===== src/rtl/srsc_pkg.sv =====
// ----------------------------------------------------------------------------
// srsc_pkg
// Shared types and constants for the shadow return stack checker.
// ----------------------------------------------------------------------------
package srsc_pkg;

    localparam int STACK_DEPTH_DEF = 64;
    localparam int ADDR_W          = 64;
    localparam int CNT_W           = 32;
    localparam int LEVEL_W         = 7;
    localparam int STATUS_W        = 2;
    localparam int APB_AW          = 2;
    localparam int APB_DW          = 32;

    localparam logic [APB_AW-1:0] REG_ENABLE_ADDR = '0;

    localparam logic FUNC_CALL = 1'b0;
    localparam logic FUNC_RET  = 1'b1;

    typedef enum logic [STATUS_W-1:0] {
        ST_OK        = 2'd0,
        ST_UNDERFLOW = 2'd1,
        ST_MISMATCH  = 2'd2,
        ST_FULL      = 2'd3
    } status_t;

    // what an accepted word does to the stack
    typedef enum logic [2:0] {
        K_BYPASS,
        K_PUSH,
        K_FULL,
        K_EMPTY,
        K_POP
    } kind_t;

    typedef struct packed {
        kind_t               kind;
        logic [ADDR_W-1:0]   address;
        logic [LEVEL_W-1:0]  level;
    } req_t;

endpackage


===== src/rtl/srsc_check.sv =====
// ----------------------------------------------------------------------------
// srsc_check
// Compare stage and output register: checks the popped entry against the
// return target, keeps the saturating bad return count, holds the result word.
// ----------------------------------------------------------------------------
module srsc_check (
    input  logic                              aclk,
    input  logic                              aresetn,
    input  logic                              req_valid,
    input  srsc_pkg::req_t                    req,
    output logic                              req_ready,
    input  logic [srsc_pkg::ADDR_W-1:0]       rdata,
    output logic                              m_tvalid,
    input  logic                              m_tready,
    output srsc_pkg::status_t                 m_status,
    output logic [srsc_pkg::ADDR_W-1:0]       m_expected,
    output logic [srsc_pkg::CNT_W-1:0]        m_total,
    output logic [srsc_pkg::LEVEL_W-1:0]      m_level
);

    logic                          s1_valid_reg, s1_valid_next;
    srsc_pkg::req_t                s1_req_reg;
    logic                          out_valid_reg, out_valid_next;
    srsc_pkg::status_t             status_reg, status_next;
    logic [srsc_pkg::ADDR_W-1:0]   expected_reg, expected_next;
    logic [srsc_pkg::CNT_W-1:0]    cnt_reg, cnt_next;
    logic [srsc_pkg::LEVEL_W-1:0]  level_reg;
    logic                          s1_adv;
    logic                          bad;

    assign s1_adv    = s1_valid_reg && (!out_valid_reg || m_tready);
    assign req_ready = !s1_valid_reg || s1_adv;

    always_comb begin
        status_next   = srsc_pkg::ST_OK;
        expected_next = '0;
        bad           = 1'b0;
        case (s1_req_reg.kind)
            srsc_pkg::K_FULL: begin
                status_next = srsc_pkg::ST_FULL;
            end
            srsc_pkg::K_EMPTY: begin
                status_next = srsc_pkg::ST_UNDERFLOW;
                bad         = 1'b1;
            end
            srsc_pkg::K_POP: begin
                expected_next = rdata;
                if (rdata != s1_req_reg.address) begin
                    status_next = srsc_pkg::ST_MISMATCH;
                    bad         = 1'b1;
                end
            end
            default: begin
                status_next = srsc_pkg::ST_OK;
            end
        endcase
        cnt_next = (bad && cnt_reg != '1) ? cnt_reg + 1'b1 : cnt_reg;

        s1_valid_next  = req_valid && req_ready ? 1'b1 : (s1_adv ? 1'b0 : s1_valid_reg);
        out_valid_next = s1_adv ? 1'b1 : (m_tready ? 1'b0 : out_valid_reg);
    end

    always_ff @(posedge aclk) begin
        if (!aresetn) begin
            s1_valid_reg  <= 1'b0;
            out_valid_reg <= 1'b0;
            cnt_reg       <= '0;
        end else begin
            s1_valid_reg  <= s1_valid_next;
            out_valid_reg <= out_valid_next;
            if (s1_adv) begin
                cnt_reg <= cnt_next;
            end
        end
    end

    always_ff @(posedge aclk) begin
        if (req_valid && req_ready) begin
            s1_req_reg <= req;
        end
        if (s1_adv) begin
            status_reg   <= status_next;
            expected_reg <= expected_next;
            level_reg    <= s1_req_reg.level;
        end
    end

    assign m_tvalid   = out_valid_reg;
    assign m_status   = status_reg;
    assign m_expected = expected_reg;
    assign m_total    = cnt_reg;
    assign m_level    = level_reg;

endmodule


===== config.mk =====
export PLATFORM = sky130hd
export DESIGN_NAME = srsc_check
export DESIGN_NICKNAME = d
export VERILOG_FILES = /design/src/rtl/srsc_pkg.sv /design/src/rtl/srsc_check.sv
export SDC_FILE = /design/constraint.sdc
export NUM_CORES = 1
export LEC_CHECK = 0
export BUFFER_PORTS_ARGS = -buffer_cell sky130_fd_sc_hd__buf_2
export CAP_MARGIN = 30
export CORE_MARGIN = 3
export CORE_UTILIZATION = 40
export CTS_BUF_LIST = sky130_fd_sc_hd__clkbuf_4
export CTS_CLUSTER_SIZE = 16
export DETAILED_ROUTE_END_ITERATION = 8
export GPL_ROUTABILITY_DRIVEN = 0
export PLACE_DENSITY = 0.65
export SYNTH_ARGS = -nofsm -noshare
export SYNTH_HDL_FRONTEND = slang
export SYNTH_SLANG_ARGS = --single-unit

===== constraint.sdc =====
create_clock -name aclk -period 4.5 [get_ports aclk]
set_input_delay 0.675 -clock aclk [delete_from_list [all_inputs] [get_ports aclk]]
set_output_delay 0.675 -clock aclk [all_outputs]
set_load 0.005 [all_outputs]

Word-level counts from Yosys, hierarchy flattened
Cells that the tools add are included.
{"block": "totals", "regBits": 181, "input_bits": 142, "output_inout_bits": 107, "word_cells": 33}
{"block": "op_classes", "addsub": 1, "n_eq_ne": 5, "muxes": 8, "reduce_logical": 10}
{"op": "64-bit != test", "count": 1}
{"op": "32-bit by 1-bit adder with 32-bit output (second input constant)", "count": 1}
{"op": "32-bit != test (second input constant)", "count": 1}
{"op": "3-bit by 2-bit == test with 1-bit output (second input constant)", "count": 2}
{"op": "2-bit one-hot mux with 3 select lines", "count": 1}
{"op": "1-bit two-way mux", "count": 5}
{"op": "2-bit nonzero test", "count": 2}
{"op": "3-bit == test (second input constant)", "count": 1}
{"op": "1-bit logical AND", "count": 3}
{"op": "1-bit zero test", "count": 2}
{"op": "1-bit logical OR", "count": 2}
{"op": "2-bit two-way mux", "count": 1}
{"op": "1-bit one-hot mux with 2 select lines", "count": 1}
{"op": "2-bit AND reduction", "count": 1}

Depth between registers and ports, before layout
{"block": "depth", "depth_word": 6, "depth_mapped": 10, "depth_no_buf": 8}

Worst setup path before layout
OpenSTA, ideal clock, no wires.
{"block": "synth_path", "path_kind": "input to register", "startpoint": "in m_tready", "endpoint": "reg cnt_reg, in the netlist m_total[0]", "setup_time_ns": 0.124, "arrival_time_ns": 3.436, "t_required_ns": 4.376, "slack_ns": 0.941, "cell_stages": 7, "n_path_buf": 1, "cell_sequence": "nor2b_1 -> nand2b_1 -> clkinv_1 -> o21ai_2 -> buf_4 -> nor2_1 -> mux2i_1"}
{"block": "synth_via", "elab_chain_len": 3}
{"element": "start, declared", "line_no": "srsc_check.sv:14", "source": "input logic m_tready,"}
{"element": "1-bit logical OR", "line_no": "srsc_check.sv:31", "source": "assign s1_adv = s1_valid_reg && (!out_valid_reg || m_tready);"}
{"element": "1-bit logical AND", "line_no": "srsc_check.sv:31"}
{"element": "2-bit AND reduction (no line)"}
{"element": "end signal, assigned", "line_no": "srsc_check.sv:72", "source": "cnt_reg <= cnt_next;"}
{"element": "end, declared", "line_no": "srsc_check.sv:26", "source": "logic [srsc_pkg::CNT_W-1:0] cnt_reg, cnt_next;"}
No other way between the ends.
A chain may end at the register's enable or synchronous reset.

Worst setup path after layout
{"block": "layout_path", "startpoint": "reg s1_req_reg[64] in the netlist's numbering", "endpoint": "reg cnt_reg, in the netlist m_total[12]"}
{"block": "layout_via", "elab_chain_len": 5}
{"element": "start, declared", "line_no": "srsc_check.sv:22", "source": "srsc_pkg::req_t s1_req_reg;"}
{"element": "start signal, assigned", "line_no": "srsc_check.sv:79", "source": "s1_req_reg <= req;"}
{"element": "64-bit != test", "line_no": "srsc_check.sv:48", "source": "if (rdata != s1_req_reg.address) begin"}
{"element": "1-bit two-way mux", "line_no": "srsc_check.sv:48"}
{"element": "1-bit one-hot mux with 2 select lines", "line_no": "srsc_check.sv:38", "source": "case (s1_req_reg.kind)"}
{"element": "1-bit logical AND", "line_no": "srsc_check.sv:57", "source": "cnt_next = (bad && cnt_reg != '1) ? cnt_reg + 1'b1 : cnt_reg;"}
{"element": "2-bit AND reduction (no line)"}
No other way between the ends.

==> flow_metrics.env <==
export IMPL_synth_mux_area_share_pct=0.6751
export IMPL_grt_ovfl_total=0
export IMPL_p_leak_nw=3.445
export IMPL_cp_arrival_ns=3.59
export IMPL_routedWlPerCell_um=17.50
export IMPL_hold_path_class="primary input to register"
export IMPL_drtIter0Drc=245
export IMPL_relSlewSlack_pct=40.49
export IMPL_fin_skew_ns=0.02096
export IMPL_total_power_w=0.003108
export IMPL_min_delay_start="req[27]"
export IMPL_max_stage_delay_ns=0.81
export IMPL_crit_type="register to register"
export IMPL_cp_max_fo=11
export IMPL_slowest_stage="a21oi_1"
export IMPL_yosys_warnings=0
export IMPL_cts_made_buffers=17
export IMPL_yosysSeqAreaShare_pct=68.73
export IMPL_syn_to_final_growth_pct=24.69
export IMPL_grt_pass1_vias=5238
export IMPL_die_h_um=142.1
export IMPL_end_kind="register"
export IMPL_clkTransAtPathRegs_ns=0.17
export IMPL_synthTopCellsByArea="edfxtp_1, dfxtp_1, xnor2_1"
export IMPL_worstSetupStartpointType="register"
export IMPL_root_buffer="clkbuf_4"
export IMPL_synth_seq_cells=181
export IMPL_routed_wl_um=18020
export IMPL_fill_cells=1597
export IMPL_grtUsageMet3_pct=4.973
export IMPL_yosysUniqueCellTypes=43
export IMPL_num_vias=5149
export IMPL_rsz0062_at_grt="no"
export IMPL_largest_reg_flops=74
export IMPL_use_met2_pct=31.73
export IMPL_grt_max_degree=65
export IMPL_fin_setup_tns_ns=0
export IMPL_worst_r2r_cell_count=7
export IMPL_htree_levels=4
export IMPL_tightest_slew_ns=0.8926
export IMPL_ir_drop_mv=0.2201
export IMPL_cts_max_path_buffers=2
export IMPL_synthAdderAreaFrac_pct=0.1688
export IMPL_cp_depth=7
export IMPL_cts_tree="built"
export IMPL_drive_gt1_share_pct=37.52
export IMPL_synth_xor_xnor_area_share_pct=7.679
export IMPL_boundaryPins=249
export IMPL_r2r_end="m_total[12]"
export IMPL_holdBufCountCts=0
export IMPL_routed_via_density=4.999
export IMPL_hold_viol=0
export IMPL_insertion_delay_ns=0.56
export IMPL_slew_viol_final=0
export IMPL_synth_top_area_cell="edfxtp_1"
export IMPL_fp_dieW_um=142.1
export IMPL_synth_simple_area_share_pct=16.69
export IMPL_status="finished, final reports clean"
export IMPL_drc_errors=0
export IMPL_track_usage_pct=17.67
export IMPL_top_usage_layer="met2"
export IMPL_critPathTopFamily="simple AND/OR/NAND/NOR gates"
export IMPL_hold_end="s1_req_reg[27]"
export IMPL_synth_top_area_share_pct=59.54
export IMPL_gr_usage_met1_pct=20.04
export IMPL_post_cts_setup_buffer_count=0
export IMPL_rr_startpoint="s1_req_reg[64]"
export IMPL_portBuffers=248
export IMPL_synthCells=530
export IMPL_cp_num_buf_inv=0
export IMPL_start_util_pct=40.99
export IMPL_ctsResizeCount=0
export IMPL_layout_nets=927
export IMPL_power_density_nw_per_um2=336.2
export IMPL_die_area_um2=20200
export IMPL_grt_pass1_wl_um=27680
export IMPL_cp_required_ns=4.97
export IMPL_fp_row_count=49
export IMPL_detail_route_first_pass_iterations=5
export IMPL_synth_compound_area_share_pct=4.675
export IMPL_hpwl_um=13320
export IMPL_max_cap_viol_count=0
export IMPL_path_cells="xnor2_1 -> nand4_1 -> nor4_1 -> nand4_1 -> a21oi_1 -> o21ai_0 -> a21oi_1"
export IMPL_antenna_found_initial=4
export IMPL_syn_area_per_cell_um2=13.99
export IMPL_cts_sinks=181
export IMPL_netlist_area_um2=7413
export IMPL_timing_reg2reg_setup_slack_ns=1.38
export IMPL_period_share_pct=69.34
export IMPL_setup_viol=0
export IMPL_synth_top_family_by_area="simple AND/OR/NAND/NOR gates"
export IMPL_fin_crit_ns=3.120
export IMPL_fmax_ghz=0.3205
export IMPL_final_common_cell="buf_2"
export IMPL_mostFrequentLayoutCells="buf_2, edfxtp_1, and2_1"
export IMPL_postRouteAntennaNets=0
export IMPL_synthesis_nets=673
export IMPL_core_area_um2=18090
export IMPL_min_path_cells=1
worst register-to-register path, cell delays in order (launching register included):
cell and delay (ns):
edfxtp_1 0.44, xnor2_1 0.17, nand4_1 0.11, nor4_1 0.72, nand4_1 0.41, a21oi_1 0.81
o21ai_0 0.22, a21oi_1 0.15
synth_stat cells (all sizes together):
master / number
a21oi: 28
and2: 69
and3: 3
and4: 4
buf: 7
clkbuf: 11
clkinv: 2
dfxtp: 34
edfxtp: 147
ha: 1
inv: 2
mux2i: 5
nand2: 23
nand2b: 6
nand3: 14
nand4: 24
nor2: 8
nor2b: 4
nor3: 7
nor4: 10
o21a: 2
o21ai: 13
o311ai: 1
o31a: 2
o31ai: 10
o41ai: 2
or3: 10
or3b: 1
or4: 11
or4b: 4
xnor2: 65
per-layer routing:
layer,part of all wire [%],up-vias
met4,2.1,0
met5,0,-
met2,53,165
met1,38,2478
met3,6.4,20
li1,-,2486
cells by family after synthesis:
group	after synthesis
buffers and inverters	22
XOR/XNOR	65
AO/OA/AOI/OAI	58
multiplexers	5
adder cells (fa/ha/maj)	1
flip-flops	181
AND/OR/NAND/NOR	198
power breakdown:
part	leakage (nW)	internal (W)	switching, W	total (W)
sequential	1.67	0.00189	0.0000257	0.00192
clock	0.163	0.000310	0.000635	0.000945
combinational	1.62	0.000122	0.000125	0.000247
total	3.45	0.00232	0.000786	0.00311
stage by stage:
step	std cells	hold WS, ns	util (%)	area, um^2	worst slack (ns)
2_1_floorplan	530	0.4003	-	7413	0.9405
6_report	1030	0.2714	51.11	9244	1.380
3_5_place_dp	993	0.4045	49.29	8915	0.7505
3_3_place_gp	992	0.4005	49.14	8887	0.8998
5_1_grt	1030	0.1722	51.11	9244	1.042
4_1_cts	1025	0.2063	51.01	9226	1.120
worst max path at each step:
stage	from	to
floorplan	m_tready	m_total[0]
global route	s1_req_reg[64]	m_total[12]
CTS	s1_req_reg[37]	m_total[1]
global placement	rdata[40]	m_total[0]
finish	s1_req_reg[64]	m_total[12]
detailed placement	rdata[30]	m_total[1]
layout make-up:
class,count,area [um^2],share of cell area [%]
Sequential cell,181,5095,55.12
Inverter,4,16.27,0.1760
Timing Repair Buffer,253,1299,14.05
Multi-Input combinational cell,327,2226,24.08
Tap cell,229,286.5,3.100
Clock buffer,17,127.6,1.381
Clock inverter,15,183.9,1.990
Antenna cell,4,10.01,0.1083
Note: power is estimated with default switching activity, not from simulation.
